===== src/rtl/qdf_pkg.sv =====
// qdf_pkg: shared types and constants of the quadratic drag force block
// no dependencies; imported by every module of the block
package qdf_pkg;

  // fraction bits of the Q16.16 values
  localparam int FRAC_BITS = 16;

  // configuration register index
  localparam int CFG_IDX_W = 1;

  typedef enum logic [CFG_IDX_W-1:0] {
    CFG_DRAG_LINEAR    = 1'b0,
    CFG_DRAG_QUADRATIC = 1'b1
  } qdf_cfg_idx_t;

  // control bits that travel with each word down the pipeline
  typedef struct packed {
    logic valid;
    logic neg_x;
    logic neg_y;
  } qdf_ctl_t;

endpackage


===== src/rtl/qdf_force_comp.sv =====
// qdf_force_comp: three stage force component, |v| * factor, scaled, signed, saturated
// depends on qdf_pkg for the fraction width
module qdf_force_comp #(
  parameter int WIDTH = 32
) (
  input  logic                                         clk,
  input  logic                                         en,
  input  logic [WIDTH-1:0]                             mag_i,
  input  logic                                         neg_i,
  input  logic [2*WIDTH-qdf_pkg::FRAC_BITS:0]          factor_i,
  output logic [WIDTH-1:0]                             force_o
);
  import qdf_pkg::*;

  localparam int FW  = 2 * WIDTH - FRAC_BITS + 1;
  localparam int FHW = FW - WIDTH;
  localparam int PW  = WIDTH + FW;
  localparam int MW  = PW - FRAC_BITS;

  logic [2*WIDTH-1:0]     p_lo_r;
  logic [WIDTH+FHW-1:0]   p_hi_r;
  logic                   neg_f_r;
  logic [MW-1:0]          mag_r;
  logic                   neg_g_r;
  logic [WIDTH-1:0]       force_r;

  logic [PW-1:0]          prod_nxt;
  logic                   big;
  logic [WIDTH-1:0]       force_nxt;

  // stage one: split the factor into a low word and a high part
  always_ff @(posedge clk) begin
    if (en) begin
      p_lo_r  <= (2*WIDTH)'(mag_i) * (2*WIDTH)'(factor_i[WIDTH-1:0]);
      p_hi_r  <= (WIDTH+FHW)'(mag_i) * (WIDTH+FHW)'(factor_i[FW-1:WIDTH]);
      neg_f_r <= neg_i;
    end
  end

  // stage two: join the partial products and drop the fraction bits
  assign prod_nxt = {p_hi_r, {WIDTH{1'b0}}} + PW'(p_lo_r);

  always_ff @(posedge clk) begin
    if (en) begin
      mag_r   <= prod_nxt[PW-1:FRAC_BITS];
      neg_g_r <= neg_f_r;
    end
  end

  // stage three: force opposes the velocity, clamp to the signed range
  always_comb begin
    big = |mag_r[MW-1:WIDTH-1];
    if (neg_g_r) begin
      force_nxt = big ? {1'b0, {(WIDTH-1){1'b1}}} : mag_r[WIDTH-1:0];
    end else begin
      force_nxt = big ? {1'b1, {(WIDTH-1){1'b0}}} : (~mag_r[WIDTH-1:0] + WIDTH'(1));
    end
  end

  always_ff @(posedge clk) begin
    if (en) begin
      force_r <= force_nxt;
    end
  end

  assign force_o = force_r;

endmodule


===== config.mk =====
export PLATFORM = sky130hd
export DESIGN_NAME = qdf_force_comp
export DESIGN_NICKNAME = d
export VERILOG_FILES = /design/src/rtl/qdf_pkg.sv /design/src/rtl/qdf_force_comp.sv
export SDC_FILE = /design/constraint.sdc
export NUM_CORES = 2
export LEC_CHECK = 0
export ABC_AREA = 1
export BUFFER_PORTS_ARGS = -buffer_cell sky130_fd_sc_hd__buf_2
export CORE_MARGIN = 2
export CORE_UTILIZATION = 65
export CTS_BUF_LIST = sky130_fd_sc_hd__clkbuf_4
export CTS_CLUSTER_DIAMETER = 30
export DETAILED_ROUTE_END_ITERATION = 8
export HOLD_SLACK_MARGIN = 0.06
export PLACE_DENSITY_LB_ADDON = 0.2
export SLEW_MARGIN = 20
export SYNTH_ARGS = -nofsm -noshare
export SYNTH_HDL_FRONTEND = slang
export SYNTH_SLANG_ARGS = --single-unit

===== constraint.sdc =====
create_clock -name clk -period 19.95 [get_ports clk]
set_clock_uncertainty 0.05 [all_clocks]
set_input_delay 1.995 -clock clk [delete_from_list [all_inputs] [get_ports clk]]
set_output_delay 1.995 -clock clk [all_outputs]
set_load 0.01 [all_outputs]

After elaboration in Yosys (flattened, before gate mapping)
Cells that the tools add are included.
{"block": "classes", "add_sub_neg": 2, "mul": 2, "mux": 3, "bitwise_logic": 1, "reduce_logical": 1}
{"op": "two-way mux 32 bit", "count": 3}
{"op": "adder 81 x 64 -> 81 bit", "count": 1}
{"op": "multiplier 32 x 32 -> 64 bit", "count": 1}
{"op": "multiplier 32 x 17 -> 49 bit", "count": 1}
{"op": "OR reduction 34 bit", "count": 1}
{"op": "adder 32 x 1 -> 32 bit (second input constant)", "count": 1}
{"op": "NOT 32 bit", "count": 1}
{"block": "word_totals", "register_bits": 212, "in_bits": 84}

Longest topological paths before layout
{"block": "depth", "depth_word": 4, "mapped_depth": 32, "ltp_nobuf": 31}

Worst setup path before layout
OpenSTA, ideal clock, no wires.
{"block": "synth_timing", "path_type": "input -> register", "start": "input port mag_i[27]", "end": "register p_lo_r[60], data pin", "setup_ps": 252, "t_arrival_ps": 8079, "required_ps": 19648, "slack_ps": 11569, "path_stages": 27, "path_buffers": 2, "path_cell_list": "clkbuf_1 clkbuf_1 nand2_1 fa_1 inv_1 fa_1 inv_1 fa_1 inv_1 fa_1 inv_1 fa_1 fa_1 fa_1 fa_1 inv_1 ha_1 a21oi_1 inv_1 nor2_1 o21ai_0 nand2_1 nand2_1 a21oi_1 nand2_1 nand2_1 nand2_1"}
{"block": "synth_between", "elab_chain_cells": 1}
{"element": "start: declaration", "line_no": "qdf_force_comp.sv:8", "text": "input logic [WIDTH-1:0] mag_i,"}
{"element": "multiplier 32 x 32 -> 64 bit", "line_no": "qdf_force_comp.sv:34", "text": "p_lo_r <= (2*WIDTH)'(mag_i) * (2*WIDTH)'(factor_i[WIDTH-1:0]);"}
{"element": "end signal: assignment", "line_no": "qdf_force_comp.sv:34"}
{"element": "end: declaration", "line_no": "qdf_force_comp.sv:20", "text": "logic [2*WIDTH-1:0] p_lo_r;"}
No other way between the ends.
A chain may end at the register's enable or synchronous reset.

Worst setup path after layout
{"block": "layout_timing", "start": "input port factor_i[12] (netlist name)", "end": "register p_lo_r[60], data pin"}
{"block": "layout_between", "elab_chain_cells": 1}
{"element": "start: declaration", "line_no": "qdf_force_comp.sv:10", "text": "input logic [2*WIDTH-qdf_pkg::FRAC_BITS:0] factor_i,"}
{"element": "multiplier 32 x 32 -> 64 bit", "line_no": "qdf_force_comp.sv:34"}
No other way between the ends.

==> reports/qor.yml <==
tritoncts: "built"
syn-mean-instance-area_um2: 7.693
cts_htree_levels: 4
post-cts-setup-buffers: 0
multi_input_area_um2: 47290
core_footprint_um2: 96710
clk_pin_slew_worst_paths_ns: 0.18
final_critical_path_setup_slack_ns: 11.23
setup_tns_final_ns: 0
first_pass_iteration_count_of_the_detailed_router: 6
detailedRoute.firstIterationViolations: 4918
grt_first_pass_wirelength_um: 303400
holdBufCountCts: 0
hold_viol_final: 0
drc_errors: 0
run_status: "complete, no violations"
cts_root_buf: "clkbuf_4"
viasPerCell: 5.579
finalCritPeriodShare_pct: 43.71
ys_seq_elements: 196
syn_area_um2: 63500
synthCells: 8255
routed_wire_length_per_instance_um: 20.10
synth_largest_area_cell: "fa_1"
gr-total-overflow: 0
gr-usage-all-layers_pct: 39.72
setup-violations-final: 0
yosys_warnings: 0
antenna_found_initial: 3
synth_area_leaders: "fa_1 42%, nand2_1 14%, inv_1 14%, edfxtp_1 9.3%, ha_1 8.2%"
kind_of_end_point_of_the_critical_path: "flop"
timing.critical_path.buf_inv: 7
synth-seq-area-share_pct: 9.268
die_area_um2: 100200
sequential_cell_area_um2: 5886
crit_required_ns: 20.33
grt_start_max_net_pins: 77
synthTopCellsByCount: "2,441 x nand2_1, 2,400 x inv_1, 1,345 x fa_1"
ys_types: 43
num_io_pins: 116
slew_of_the_pin_with_the_lowest_slew_margin_ns: 1.112
area_growth_pct: 2.593
achievable-frequency_ghz: 0.1147
maxSlewViolCount: 0
max_cap_violations: 0
crit_family: "adder cells"
top_flip_flop_cell_by_instance_count_after_synthesis: "edfxtp_1"
first_global_vias: 55750
critical-path-top-cell-by-count: "fa_1"
period_needed_ns: 8.721
sinks_on_the_clock_net: 196
share_of_flip_flops_with_an_asynchronous_set_or_reset_pct: 0
path_class: "primary input to flop"
worst_path_max_delay_cell: "buf_2"
place_congestion: 0.9964
detail_route.wirelength.met1_um: 73380
routed-via-count: 52503
numCtsBuffers: 17
start_util_pct: 65.66
cts-resized-gates: 0
cp_max_fo: 32
wl_final_um: 189100
drive_above_1_share_pct: 3.124
cts.path.max_buffers: 2
routed-wl-met3_um: 20510
most_common_cell_in_the_netlist: "nand2_1"
arr_time_crit_path_ns: 9.10
routed-wl-met2_um: 86380
syn_nets: 10100
clock_insertion_delay_worst_skew_ns: 0.66
nNetsFinal: 9963
port_buffer_count: 115
rsz0062_at_grt: "no"
chipWidth_um: 316.6
setup.worst_path.start_class: "primary input"
reg2reg_setup_slack_ns: 17.15
maxSlewHeadroom_pct: 25.88
hold_path_class: "flop to flop"
die_h_um: 316.6
worst_stage_delay_on_the_critical_path_ns: 0.71
fillerInstances: 8277
post_synth_top_area_share_pct: 42.40
synth-edff-count: 196
route.top_layer_used: "met4"
detailed_place_hpwl_um: 147500
route.antenna.remaining_nets: 0
dp_slack_ns: 10.65
number_of_rows_created_at_floorplan: 114
## cell families after synthesis
kind of cell | after synthesis | synth area share (%)
AND/OR/NAND/NOR | 3070 | 18.97
buffers and inverters | 2742 | 16.27
adder cells (fa/ha/maj) | 1761 | 50.60
AO/OA/AOI/OAI | 377 | 3.391
flip-flops | 196 | 9.268
XOR/XNOR | 109 | 1.503
## metrics by stage
stage | util (%) | area (um2) | instances | hold slack, ns
2_1_floorplan | - | 63500 | 8255 | 0.3503
3_3_place_gp | 67.01 | 64810 | 9375 | 0.3510
3_5_place_dp | 67.01 | 64810 | 9375 | 0.3545
4_1_cts | 67.36 | 65140 | 9407 | 0.3678
5_1_grt | 67.37 | 65150 | 9410 | 0.3833
6_report | 67.37 | 65150 | 9410 | 0.3796
## sequential cells by signal, indices dropped and copies added, names as in the netlist
name     count
p_lo_r      48
neg_f_r      1
p_hi_r      49
neg_g_r      1
mag_r       65
force_o     32
## layout by cell type (no fill, tap or decap), types with 18 or more instances in the layout
master	Yosys	routed
o31ai_2	18	18
nor3_1	37	37
fa_1	1345	1345
buf_4	0	48
inv_1	2400	2400
nand2_1	2441	2441
ha_1	416	416
nor2_1	343	343
o21ai_1	48	48
xnor2_1	38	38
o21bai_1	20	20
a21oi_1	185	185
nand4_1	55	55
nand3_1	158	158
edfxtp_1	196	196
xor2_1	71	71
inv_2	21	21
buf_2	0	114
o21ai_0	79	79
## final cells by class
cell class              count  area share [%]
multi-input cells        5317           72.58
inverters                2423           13.96
flip-flops and latches    196           9.034
well taps                1276           2.451
repair buffers            163           1.446
clock inverters            15          0.3188
clock buffers              17          0.1959
diodes                      3         0.01152
## final timing paths
kind                startpoint          to  depth (start not counted)
setup / recovery  factor_i[12]  p_lo_r[60]                         26
hold / removal      p_lo_r[28]   mag_r[12]                          0
setup reg to reg    p_lo_r[32]   mag_r[60]                         13
hold reg to reg     p_lo_r[28]   mag_r[12]                          0
## routing by layer
metal | global-route usage [%] | vias to the layer above
li1 | - | 23187
met1 | 53.24 | 25770
met2 | 63.89 | 2932
met3 | 8.077 | 614
met4 | 15.90 | 0
met5 | 0 | -
Power is left out: the tool's default activity adds up to more than one toggle a clock period on the data nets, which glitch-free logic cannot reach.
