==> src/rtl/qdf_pkg.sv <==
// qdf_pkg: shared types and constants of the quadratic drag force block
// no dependencies; imported by every module of the block
package qdf_pkg;

  // fraction bits of the Q16.16 values
  localparam int FRAC_BITS = 16;

  // configuration register index
  localparam int CFG_IDX_W = 1;

  typedef enum logic [CFG_IDX_W-1:0] {
    CFG_DRAG_LINEAR    = 1'b0,
    CFG_DRAG_QUADRATIC = 1'b1
  } qdf_cfg_idx_t;

  // control bits that travel with each word down the pipeline
  typedef struct packed {
    logic valid;
    logic neg_x;
    logic neg_y;
  } qdf_ctl_t;

endpackage

==> src/rtl/qdf_sqrt_cell.sv <==
// qdf_sqrt_cell: one cell of the square root chain, settles one root bit
// depends on qdf_pkg for the control struct
module qdf_sqrt_cell #(
  parameter int WIDTH = 32,
  parameter int BIT   = 0
) (
  input  logic                   clk,
  input  logic                   rst_n,
  input  logic                   en,
  input  qdf_pkg::qdf_ctl_t      ctl_i,
  input  logic [WIDTH-1:0]       ax_i,
  input  logic [WIDTH-1:0]       ay_i,
  input  logic [2*WIDTH-1:0]     rem_i,
  input  logic [WIDTH-1:0]       root_i,
  output qdf_pkg::qdf_ctl_t      ctl_o,
  output logic [WIDTH-1:0]       ax_o,
  output logic [WIDTH-1:0]       ay_o,
  output logic [2*WIDTH-1:0]     rem_o,
  output logic [WIDTH-1:0]       root_o
);
  import qdf_pkg::*;

  localparam int RW = 2 * WIDTH + 1;

  qdf_ctl_t           ctl_r;
  logic [WIDTH-1:0]   ax_r;
  logic [WIDTH-1:0]   ay_r;
  logic [2*WIDTH-1:0] rem_r;
  logic [WIDTH-1:0]   root_r;

  logic [RW-1:0]      trial;
  logic               take;
  logic [2*WIDTH-1:0] rem_nxt;
  logic [WIDTH-1:0]   root_nxt;

  // trial subtrahend (2*root + 2^bit) * 2^bit, kept one bit wider than the remainder
  always_comb begin
    trial    = (RW'(root_i) << (BIT + 1)) | (RW'(1) << (2 * BIT));
    take     = ({1'b0, rem_i} >= trial);
    rem_nxt  = take ? (rem_i - trial[2*WIDTH-1:0]) : rem_i;
    root_nxt = take ? (root_i | (WIDTH'(1) << BIT)) : root_i;
  end

  // control stage
  always_ff @(posedge clk) begin
    if (!rst_n) begin
      ctl_r <= '0;
    end else if (en) begin
      ctl_r <= ctl_i;
    end
  end

  // payload stage
  always_ff @(posedge clk) begin
    if (en) begin
      ax_r   <= ax_i;
      ay_r   <= ay_i;
      rem_r  <= rem_nxt;
      root_r <= root_nxt;
    end
  end

  assign ctl_o  = ctl_r;
  assign ax_o   = ax_r;
  assign ay_o   = ay_r;
  assign rem_o  = rem_r;
  assign root_o = root_r;

endmodule

==> config.mk <==
export PLATFORM = sky130hd
export DESIGN_NAME = qdf_sqrt_cell
export DESIGN_NICKNAME = d
export VERILOG_FILES = /design/src/rtl/qdf_pkg.sv /design/src/rtl/qdf_sqrt_cell.sv
export SDC_FILE = /design/constraint.sdc
export NUM_CORES = 1
export LEC_CHECK = 0
export ABC_CLOCK_PERIOD_IN_PS = 7300
export BUFFER_PORTS_ARGS = -buffer_cell sky130_fd_sc_hd__buf_2
export CAP_MARGIN = 5
export CORE_AREA = 4 4 129 131
export CTS_CLUSTER_SIZE = 16
export DETAILED_ROUTE_END_ITERATION = 7
export DIE_AREA = 0 0 133 135
export GPL_TIMING_DRIVEN = 0
export PLACE_DENSITY = 0.86
export SLEW_MARGIN = 10
export SYNTH_ARGS = -nofsm -noshare
export SYNTH_HDL_FRONTEND = slang
export SYNTH_SLANG_ARGS = --single-unit
==> constraint.sdc <==
create_clock -name clk -period 7.3 [get_ports clk]
set_input_delay 0.365 -clock clk [delete_from_list [all_inputs] [get_ports clk]]
set_output_delay 0.365 -clock clk [all_outputs]
set_load 0.01 [all_outputs]
Word-level counts from Yosys, hierarchy flattened

Cells that the tools add are included.

Memories kept: 0
Register bits: 163
Memory bits (writable): 0
Output and inout port bits: 163
Latch bits: 0
Word-level logic and storage cells: 11
ROM bits: 0
Input bits: 166

Add/subtract/negate cells: 1
Shift operators: 0
Multipliers: 0
Bitwise gates (word level): 0
Magnitude comparators: 1
Multiplexer cells: 1
Equality and inequality tests: 0
Reduce and logical (&&, ||, !) cells: 0
Div/mod/pow operators: 0

Operators with widths:

| kind                                                           | count |
|---|---|
| 64-bit by 33-bit greater-or-equal comparator with 1-bit output | 1 |
| 64-bit 2-to-1 mux                                              | 1 |
| 64-bit by 33-bit subtractor with 64-bit output                 | 1 |

Longest topological paths before layout

Gate-level depths: netlist of run 1.

Depth after elaboration: 2
Mapped depth: 13
Depth with buffers taken out: 11

Least setup slack after synthesis of run 1

OpenSTA, ideal clock, no wires.

Kind: input to register
From: input root_i[0]
To: register rem_r[15] (netlist: rem_o[15]), data pin
Library setup time: 260 ps
Data arrival time: 2808 ps
Cell stages on the path: 10
Data required time: 7040 ps
Path slack: 4232 ps
Buffers on the path: 2
Cells stage by stage: inv_1 > fa_1 > a21o_1 > a221oi_1 > o21ai_0 > a22o_2 > a211oi_4 > buf_6 > buf_8 > mux2_2

Cells in the longest elaborated chain, start to end: 2
Elaborated cells between the ends (all ways): 3
Classes of those cells: add/sub: 1; order compare: 1; mux: 1

RTL lines:

| what                                                                                                                                    | RTL line                                 | RTL |
|---|---|---|
| from (decl)                                                                                                                             | qdf_sqrt_cell.sv:14                      | `input logic [WIDTH-1:0] root_i,` |
| 64-bit by 33-bit subtractor with 64-bit output / 64-bit by 33-bit greater-or-equal comparator with 1-bit output (equally long branches) | qdf_sqrt_cell.sv:40, qdf_sqrt_cell.sv:39 |  |
| 64-bit 2-to-1 mux *                                                                                                                     | qdf_sqrt_cell.sv:40                      | `rem_nxt = take ? (rem_i - trial[2*WIDTH-1:0]) : rem_i;` |
| via rem_nxt[15]                                                                                                                         | qdf_sqrt_cell.sv:33                      | `logic [2*WIDTH-1:0] rem_nxt;` |
| to (signal assigned)                                                                                                                    | qdf_sqrt_cell.sv:58                      | `rem_r <= rem_nxt;` |
| to (decl)                                                                                                                               | qdf_sqrt_cell.sv:28                      | `logic [2*WIDTH-1:0] rem_r;` |

Mark *: on every way through the listed nets, which the timed path passes. The rest lies on a longest branch.
A chain may end at the register's enable or synchronous reset.

Worst setup path in the final report of run 1

From: input rem_i[10]
To: register rem_r[53] (netlist: rem_o[53]), data pin

Cells in the longest elaborated chain, start to end: 2
Elaborated cells between the ends (all ways): 3
Classes of those cells: add/sub: 1; order compare: 1; mux: 1

RTL lines:

| what                                                                                                                                    | RTL line                                 | RTL |
|---|---|---|
| from (decl)                                                                                                                             | qdf_sqrt_cell.sv:13                      | `input logic [2*WIDTH-1:0] rem_i,` |
| 64-bit by 33-bit subtractor with 64-bit output / 64-bit by 33-bit greater-or-equal comparator with 1-bit output (equally long branches) | qdf_sqrt_cell.sv:40, qdf_sqrt_cell.sv:39 |  |
| 64-bit 2-to-1 mux *                                                                                                                     | qdf_sqrt_cell.sv:40                      |  |
| via rem_nxt[53]                                                                                                                         | qdf_sqrt_cell.sv:33                      |  |

Marks and branches as above.

==> flow_metrics.env, run 1 <==
export IMPL_status="complete, no violations"
export IMPL_timing_rr_start="ctl_o[0]$_SDFFE_PN0P_"
export IMPL_drt_pass1_iterations=6
export IMPL_clk_pin_slew_ps=70
export IMPL_synth_edf_count=160
export IMPL_required_ps=7490
export IMPL_layout_cells_most_common_list="buf_2, edfxtp_1, nand2_1"
export IMPL_critPathKind="input pin to flop"
export IMPL_crit_path_end_kind="flop"
export IMPL_grt_pass1_vias=6732
export IMPL_vias=7024
export IMPL_synth_nets=876
export IMPL_cts_tree="built"
export IMPL_min_period_ps=3450
export IMPL_gr_total_overflow=0
export IMPL_ys_seq_area_share_pct=59.8
export IMPL_final_hold_viol_count=0
export IMPL_start_util_pct=52.2
export IMPL_p_comb_share_pct=18.2
export IMPL_rsz0062_at_grt="no"
export IMPL_power_density_mw_per_mm2=232
export IMPL_numCtsBuffers=17
export IMPL_clkSinkCount=163
export IMPL_hold_end="ax_o[20]$_DFFE_PP_"
export IMPL_syn2layout_area_growth_pct=31.0
export IMPL_finalSetupViolations=0
export IMPL_hold_depth=1
export IMPL_tightest_slew_ps=749
export IMPL_synthAdderAreaFrac_pct=5.32
export IMPL_seq_power_share_pct=46.7
export IMPL_clk_path_buf_depth=2
export IMPL_synth_seq_cells=163
export IMPL_max_cap_violations=0
export IMPL_coreArea_mm2=0.0156
export IMPL_wl_per_cell_um=19.2
export IMPL_row_count=46
export IMPL_timing_final_crit_share_pct=47.2
export IMPL_yosys_area_share_simple_pct=12.7
export IMPL_postCtsSetupRepairBufs=0
export IMPL_cp_start_kind="input pin"
export IMPL_crit_fanout=10
export IMPL_wl_um=24000
export IMPL_drt_iter0_drc=785
export IMPL_holdWs_ps=111
export IMPL_synth_compound_area_share_pct=11.1
export IMPL_async_flop_share_pct=0
export IMPL_multi_input_area_mm2=0.00297
export IMPL_peakVddDrop_mv=0.148
export IMPL_fin_nets=1223
export IMPL_p_int_w=0.00177
export IMPL_syn_area_mm2=0.00814
export IMPL_min_delay_path_class="input pin to flop"
export IMPL_dieArea_mm2=0.0180
export IMPL_reg2reg_depth=2
export IMPL_gp_congestion=0.898
export IMPL_hold_start="ax_i[20]"
export IMPL_ant_nets=0
export IMPL_postLayoutCoreUtil_pct=68.4
export IMPL_cts_hold_buf=0
export IMPL_ios=329
export IMPL_post_cts_resized=0
export IMPL_arrival_ps=3630
export IMPL_relSlewSlack_pct=49.5
export IMPL_dominantRegCellSynth="edfxtp_1"
export IMPL_r2r_slack_ps=6690
export IMPL_muxShareOfSynthArea_pct=0.646
export IMPL_drive_above_1_share_pct=37.0
export IMPL_grt_max_degree=88
export IMPL_synth_warnings=0
export IMPL_skew_ps=0
export IMPL_die_w_um=133
export IMPL_power_switching_w=0.000704
export IMPL_layout_setup_ws_ps=3850
export IMPL_r2r_end="ctl_o[0]$_SDFFE_PN0P_"
export IMPL_port_buffers=327
export IMPL_cts_root_buf="clkbuf_16"
export IMPL_fp_dieH_um=135
export IMPL_ys_types=56
export IMPL_clk_latency_ps=420
export IMPL_h_tree_depth=4
export IMPL_swShare_pct=28.5
export IMPL_clkPwrFrac_pct=35.1
export IMPL_grt_use_total_pct=25.7
export IMPL_slew_violations=0
export IMPL_finalSetupTns_ps=0
export IMPL_antenna_found_initial=5
export IMPL_synth_top_family_by_area="simple AND/OR/NAND/NOR gates"
export IMPL_final_common_cell="buf_2"
export IMPL_viasPerCell=5.60
export IMPL_register_area_mm2=0.00486
export IMPL_p_leak_nw=4.48
export IMPL_place_ws_ps=3510
export IMPL_drc=0
export IMPL_fmax_mhz=290
export IMPL_grt_pass1_wl_um=36200
export IMPL_syn_avg_cell_area_um2=12.0
export IMPL_fill_cells=1165
export IMPL_synthCells=676
export IMPL_hpwl_um=18300
export IMPL_synthXorXnorAreaFrac_pct=6.67
==> metrics by stage <==
| step | cells | power (W) | area (um^2) |
|---|---|---|---|
| after floorplan | 676 | 0.00140 | 8140 |
| after detailed placement | 1220 | 0.00162 | 10100 |
| final | 1254 | 0.00247 | 10700 |
| after global placement | 1219 | 0.00161 | 10000 |
| after global routing | 1254 | 0.00257 | 10700 |
| after CTS | 1252 | 0.00248 | 10700 |
==> Yosys cell counts, types with 3 or more instances <==
cell type | n | area share [%]
a211oi_1 | 6 | 0.55
a21o_1 | 14 | 1.3
a21oi_1 | 41 | 2.5
a31oi_1 | 6 | 0.46
and3_1 | 3 | 0.23
and4_1 | 5 | 0.54
buf_2 | 5 | 0.31
buf_6 | 4 | 0.55
clkbuf_1 | 18 | 0.83
dfxtp_1 | 3 | 0.74
edfxtp_1 | 160 | 59
ha_1 | 33 | 5.1
inv_1 | 42 | 1.9
mux2i_1 | 3 | 0.37
nand2_1 | 64 | 3.0
nand2b_1 | 4 | 0.31
nand3_1 | 15 | 0.92
nand3b_1 | 4 | 0.37
nand4_1 | 14 | 1.1
nor2_1 | 26 | 1.2
nor2b_1 | 5 | 0.38
nor3_1 | 6 | 0.37
nor4_1 | 15 | 1.2
o21ai_0 | 49 | 3.0
o21ai_1 | 3 | 0.18
o21bai_1 | 8 | 0.74
o31ai_1 | 3 | 0.28
or2_2 | 3 | 0.23
or3_1 | 12 | 0.92
or4_1 | 10 | 0.92
xnor2_1 | 38 | 4.1
xor2_1 | 24 | 2.6
==> power by group through the flow <==
stage | sequential, W | clock, W | combinational (W)
floorplan | 0.00123 | 0 | 0.000174
global placement | 0.00118 | 0 | 0.000430
detailed placement | 0.00118 | 0 | 0.000444
CTS | 0.00116 | 0.000874 | 0.000447
global route | 0.00116 | 0.000921 | 0.000489
finish | 0.00116 | 0.000868 | 0.000450
==> how the worst max path moves through the flow <==
stage                          start  slack (ps)                   to
after floorplan            root_i[0]        4230  rem_o[15]$_DFFE_PP_
after global placement     rem_i[10]        3530  rem_o[53]$_DFFE_PP_
after detailed placement  root_i[26]        3510  rem_o[56]$_DFFE_PP_
after CTS                  root_i[9]        3930  rem_o[53]$_DFFE_PP_
after global routing       root_i[9]        3530  rem_o[53]$_DFFE_PP_
final                      rem_i[10]        3850  rem_o[53]$_DFFE_PP_
==> cell type report <==
type	count	area share, %
clock buffers	18	4.03
multi-input cells	443	27.8
clock inverters	14	1.34
repair buffers	328	15.7
inverters	42	1.48
flip-flops and latches	163	45.6
plain buffers	28	1.43
diodes	2	0.0469
well taps	216	2.53
==> critical path: stages <==
cell	delay [ps]
buf_2	110
ha_1	280
clkbuf_1	240
a21o_1	240
a221o_1	350
a21o_1	190
a31oi_1	380
or4_1	200
nand3_1	160
a211oi_2	690
nand4b_1	250
xnor2_1	180
==> registers in the layout, indices dropped and copies added, names as in the netlist <==
name,cells
ay_o,32
rem_o,64
root_o,32
ax_o,32
ctl_o,3
==> routing by layer <==
metal  share of wire [%]  GRT usage (%)  vias up
met2                  52           46.5      444
li1                    -              -     3223
met3                 7.8           6.15       95
met4                 3.8           9.24        6
met5                0.19              0        -
met1                  36           29.8     3256
==> cells by family (layout without fill, tap and decap cells) <==
group | count (synthesis) | count (layout)
compound gates | 147 | 147
xor+xnor | 62 | 62
fa+ha+maj | 34 | 34
buf+inv | 70 | 430
flops | 163 | 163
mux | 5 | 5
other cells | 0 | 2
simple gates | 195 | 195
(Power assumes the default switching activity.)
==> inputs of run 2 (changes only) <==
- ABC_CLOCK_PERIOD_IN_PS: 7300 -> 3100
- CORE_AREA: 4 4 129 131 -> 4 4 142 144
- DIE_AREA: 0 0 133 135 -> 0 0 146 148
- PLACE_DENSITY: 0.86 -> 0.75
- clock period: 7.3 -> 3.1 ns (I/O delays scaled with it)
==> run 2 against run 1 <==
Compared with the run above:
- clock power rose by 140%
- critical path depth fell by 1
- hold slack worse by 88 ps
- combinational power increased to 2.6 times the previous value
- register-to-register slack worse by 4800 ps
- clock skew did not move
- total power increased by 140%
- die area rose by 20%
- global-route usage shrank 1.7 points
- via count up 3.0%
- critical path type unchanged
- critical endpoint is now rem_o[1]$_DFFE_PP_
- largest cell class unchanged
- highest routed layer unchanged
==> flow_metrics.env, run 2 (synthesis gave the netlist of run 1 again) <==
export IMPL_status="complete, no violations"
export IMPL_coreArea_mm2=0.0187
export IMPL_final_area_mm2=0.0117
export IMPL_min_delay_path_class="input pin to flop"
export IMPL_syn2layout_area_growth_pct=44.0
export IMPL_port_buffers=327
export IMPL_p_leak_nw=4.91
export IMPL_max_cap_violations=0
export IMPL_rsz0062_at_grt="no"
export IMPL_gp_congestion=0.931
export IMPL_power_density_mw_per_mm2=510
export IMPL_cts_tree="built"
export IMPL_drt_pass1_iterations=5
export IMPL_skew_ps=0
export IMPL_final_hold_viol_count=0
export IMPL_row_count=50
export IMPL_finalSetupViolations=0
export IMPL_dieArea_mm2=0.0216
export IMPL_cts_root_buf="clkbuf_16"
export IMPL_arrival_ps=3160
export IMPL_clk_path_buf_depth=2
export IMPL_placed_cells=1238
export IMPL_crit_path_end_kind="flop"
export IMPL_min_period_ps=2980
export IMPL_gr_total_overflow=0
export IMPL_numCtsBuffers=17
export IMPL_ant_nets=0
export IMPL_cp_start_kind="input pin"
export IMPL_crit_fanout=10
export IMPL_fmax_mhz=335
export IMPL_drive_above_1_share_pct=34.8
export IMPL_final_common_cell="buf_2"
export IMPL_reg2reg_depth=3
export IMPL_fp_dieH_um=148
export IMPL_timing_final_crit_share_pct=96.2
export IMPL_dpl_cell_area_mm2=0.0101
export IMPL_die_w_um=146
export IMPL_slew_violations=0
export IMPL_grt_use_total_pct=24.0
export IMPL_vias=7234
export IMPL_peakVddDrop_mv=0.375
export IMPL_grt_max_degree=93
export IMPL_wl_um=26800
export IMPL_clk_pin_slew_ps=80
export IMPL_hold_depth=3
export IMPL_ios=329
export IMPL_relSlewSlack_pct=41.7
export IMPL_tightest_slew_ps=865
export IMPL_required_ps=3280
export IMPL_critPathKind="input pin to flop"
export IMPL_postLayoutCoreUtil_pct=62.7
export IMPL_grt_pass1_vias=7232
export IMPL_clk_latency_ps=420
export IMPL_start_util_pct=43.5
export IMPL_drc=0
export IMPL_antenna_found_initial=10
export IMPL_largest_register_ffs=64
export IMPL_drt_iter0_drc=593
export IMPL_layout_cells_most_common_list="buf_2, edfxtp_1, dlygate4sd3_1"
export IMPL_stdcell_count=1367
export IMPL_h_tree_depth=4
export IMPL_fill_cells=1452
export IMPL_wl_per_cell_um=19.6
export IMPL_multi_input_area_mm2=0.00300
export IMPL_hpwl_um=18900
export IMPL_clkSinkCount=163
export IMPL_register_area_mm2=0.00486
export IMPL_grt_pass1_wl_um=40300
export IMPL_fin_nets=1315
export IMPL_viasPerCell=5.29
==> run 2: critical path: stages <==
cell,delay (ps)
buf_2,100
inv_1,40
ha_1,200
nor4_1,460
or4b_2,670
nor4_4,180
nand3_1,180
a211oi_4,430
buf_6,220
buf_8,170
mux2_2,340
==> run 2: metrics by stage <==
stage	setup WS, ps	hold WS (ps)	TNS, ps	power, W
2_1_floorplan	242	254	0	0.00331
3_3_place_gp	-571	331	-43470	0.00380
3_5_place_dp	-593	333	-22480	0.00382
4_1_cts	18.3	8.16	0	0.00597
5_1_grt	3.02	24.4	0	0.00622
6_report	118	23.7	0	0.00598
==> run 2: per-layer routing <==
metal	up-vias	GRT usage, %	wire length [um]
met2	336	43.4	14100
met4	10	10.2	788
met3	68	7.02	1980
li1	3409	-	-
met1	3411	26.5	9850
met5	-	0	75
==> run 2: repair_timing <==
item	in CTS	in global routing
setup endpoints to repair	23	26
gates resized for setup	3	4
hold buffers	99	0
setup buffers	0	4
pin swaps	0	2
hold endpoints to repair	98	0
==> run 2: path summary, 6_finish.rpt <==
check / startpoint / end / slack (ps)
worst min register to register: ctl_o[2]$_SDFFE_PN0P_ / ctl_o[2]$_SDFFE_PN0P_ / 550
worst min-delay path: rem_i[14] / rem_o[14]$_DFFE_PP_ / 20
worst max register to register: ctl_o[1]$_SDFFE_PN0P_ / ctl_o[1]$_SDFFE_PN0P_ / 1940
worst max-delay path: root_i[31] / rem_o[1]$_DFFE_PP_ / 120
==> run 2: area by class of cell <==
| class | count | share of cell area [%] |
|---|---|---|
| inverter | 42 | 1.34 |
| clock inverter | 14 | 1.24 |
| multi-input combinational | 443 | 25.6 |
| antenna | 5 | 0.107 |
| tap | 234 | 2.50 |
| timing repair buffer | 431 | 23.1 |
| sequential | 163 | 41.5 |
| buffer | 17 | 0.950 |
| clock buffer | 18 | 3.66 |
==> run 2: power breakdown <==
part           total, W  leakage, nW  switching [W]  internal, W
clock network   0.00207        0.268        0.00100      0.00107
logic           0.00118         3.05       0.000669     0.000515
registers       0.00272         1.59      0.0000487      0.00267
==> inputs of run 3 (changes only) <==
- HOLD_SLACK_MARGIN: default -> 0.06
==> run 3 against run 2 <==
Compared with the run above:
- largest power group unchanged
- via count grew 2.2%
- fmax grew 0.71%
- non-clock buffer count grew 40
- sequential share of layout area shrank 1.5 points
- first-iteration DRC count shrank 15%
- core utilization grew 2.4 points
- clock skew is the same
- die area is the same
- highest routed layer unchanged
- combinational power grew 4%
- design area grew 3.8%
- hold slack gained 47 ps
- total power grew 0.80%
==> flow_metrics.env, run 3 (synthesis gave the netlist of run 1 again) <==
export IMPL_row_count=50
export IMPL_vias=7394
export IMPL_cp_start_kind="input pin"
export IMPL_fin_nets=1355
export IMPL_ios=329
export IMPL_peakVddDrop_mv=0.372
export IMPL_antenna_found_initial=11
export IMPL_final_common_cell="buf_2"
export IMPL_drt_iter0_drc=507
export IMPL_required_ps=3280
export IMPL_grt_use_total_pct=24.6
export IMPL_p_comb_share_pct=20.4
export IMPL_tightest_slew_ps=799
export IMPL_power_switching_w=0.00173
export IMPL_dpl_cell_area_mm2=0.0101
export IMPL_cts_tree="built"
export IMPL_clkSinkCount=163
export IMPL_slew_violations=0
export IMPL_gp_congestion=0.931
export IMPL_p_leak_nw=5.09
export IMPL_numCtsBuffers=17
export IMPL_grt_pass1_wl_um=41400
export IMPL_drt_pass1_iterations=8
export IMPL_wl_um=27400
export IMPL_power_density_mw_per_mm2=495
export IMPL_syn2layout_area_growth_pct=49.4
export IMPL_ant_nets=0
export IMPL_start_util_pct=43.5
export IMPL_drc=0
export IMPL_grt_pass1_vias=7496
export IMPL_min_delay_path_class="input pin to flop"
export IMPL_clkPwrFrac_pct=34.4
export IMPL_min_period_ps=2960
export IMPL_layout_cells_most_common_list="buf_2, edfxtp_1, dlygate4sd3_1"
export IMPL_dieArea_mm2=0.0216
export IMPL_h_tree_depth=4
export IMPL_p_int_w=0.00430
export IMPL_crit_fanout=10
export IMPL_timing_final_crit_share_pct=95.5
export IMPL_seq_power_share_pct=45.2
export IMPL_rsz0062_at_grt="no"
export IMPL_fp_dieH_um=148
export IMPL_clk_latency_ps=430
export IMPL_viasPerCell=5.24
export IMPL_fill_cells=1419
export IMPL_swShare_pct=28.7
export IMPL_port_buffers=327
export IMPL_clk_path_buf_depth=2
export IMPL_relSlewSlack_pct=46.1
export IMPL_postLayoutCoreUtil_pct=65.0
export IMPL_critPathKind="input pin to flop"
export IMPL_largest_register_ffs=64
export IMPL_hpwl_um=18900
export IMPL_cts_root_buf="clkbuf_16"
export IMPL_arrival_ps=3150
export IMPL_clk_pin_slew_ps=70
export IMPL_max_cap_violations=0
export IMPL_drive_above_1_share_pct=33.6
export IMPL_gr_total_overflow=0
export IMPL_fmax_mhz=338
export IMPL_coreArea_mm2=0.0187
export IMPL_grt_max_degree=93
export IMPL_final_hold_viol_count=0
export IMPL_wl_per_cell_um=19.4
export IMPL_status="complete, no violations"
export IMPL_finalSetupViolations=0
export IMPL_final_area_mm2=0.0122
export IMPL_crit_path_end_kind="flop"
export IMPL_skew_ps=0
export IMPL_die_w_um=146
export IMPL_holdWs_ps=70.7
[run 3: stage by stage]
step,setup WS [ps],cells,power (W),setup TNS [ps]
after global placement,-571,1237,0.00380,-43470
after CTS,18.3,1413,0.00601,0
after global routing,0.930,1409,0.00627,0
after detailed placement,-593,1238,0.00382,-22480
final,139,1410,0.00603,0
after floorplan,242,676,0.00331,0
[run 3: repair_timing]
| item | in CTS | in global routing |
|---|---|---|
| hold buffers | 144 | 0 |
| setup buffers | 0 | 4 |
| pin swaps | 0 | 2 |
| endpoints found under the setup margin | 23 | 25 |
| gates resized for setup | 3 | 5 |
| hold endpoints to repair | 143 | 0 |
[run 3: area by class of cell]
| class | instances | area [um^2] | area share (%) |
|---|---|---|---|
| timing repair buffer | 476 | 3160 | 26.0 |
| tap | 234 | 293 | 2.41 |
| sequential | 163 | 4860 | 40.0 |
| buffer | 12 | 92.6 | 0.761 |
| inverter | 42 | 158 | 1.30 |
| clock buffer | 18 | 429 | 3.53 |
| antenna | 8 | 20.0 | 0.165 |
| multi-input combinational | 443 | 3000 | 24.7 |
| clock inverter | 14 | 145 | 1.19 |
[run 3: power groups by stage]
| stage | logic [W] | clock network, W | registers (W) |
|---|---|---|---|
| 4_1_cts | 0.00121 | 0.00209 | 0.00272 |
| 3_5_place_dp | 0.00105 | 0 | 0.00277 |
| 2_1_floorplan | 0.000410 | 0 | 0.00290 |
| 3_3_place_gp | 0.00103 | 0 | 0.00277 |
| 6_report | 0.00123 | 0.00208 | 0.00272 |
| 5_1_grt | 0.00133 | 0.00220 | 0.00274 |
[run 3: critical path, cell delays in order]
cell,delay (ps)
buf_2,100
inv_1,40
ha_1,200
nor4_1,450
or4b_2,670
nor4_4,190
nand3_1,190
a211oi_4,410
buf_6,210
buf_8,170
mux2_2,340
[run 3: path summary, 6_finish.rpt]
| path | end | cells past startpoint | slack (ps) | start |
|---|---|---|---|---|
| max | rem_o[1]$_DFFE_PP_ | 11 | 140 | root_i[31] |
| min | rem_o[28]$_DFFE_PP_ | 3 | 70 | rem_i[28] |
| max reg2reg | ctl_o[1]$_SDFFE_PN0P_ | 3 | 1940 | ctl_o[1]$_SDFFE_PN0P_ |
| min reg2reg | ctl_o[2]$_SDFFE_PN0P_ | 2 | 550 | ctl_o[2]$_SDFFE_PN0P_ |
[run 3: routing by layer]
metal	GRT usage [%]	part of all wire, %	up-vias
met5	0	0.12	-
met4	10.7	3.2	6
met3	7.45	8.1	59
met2	44.0	52	362
met1	27.2	36	3469
li1	-	-	3498
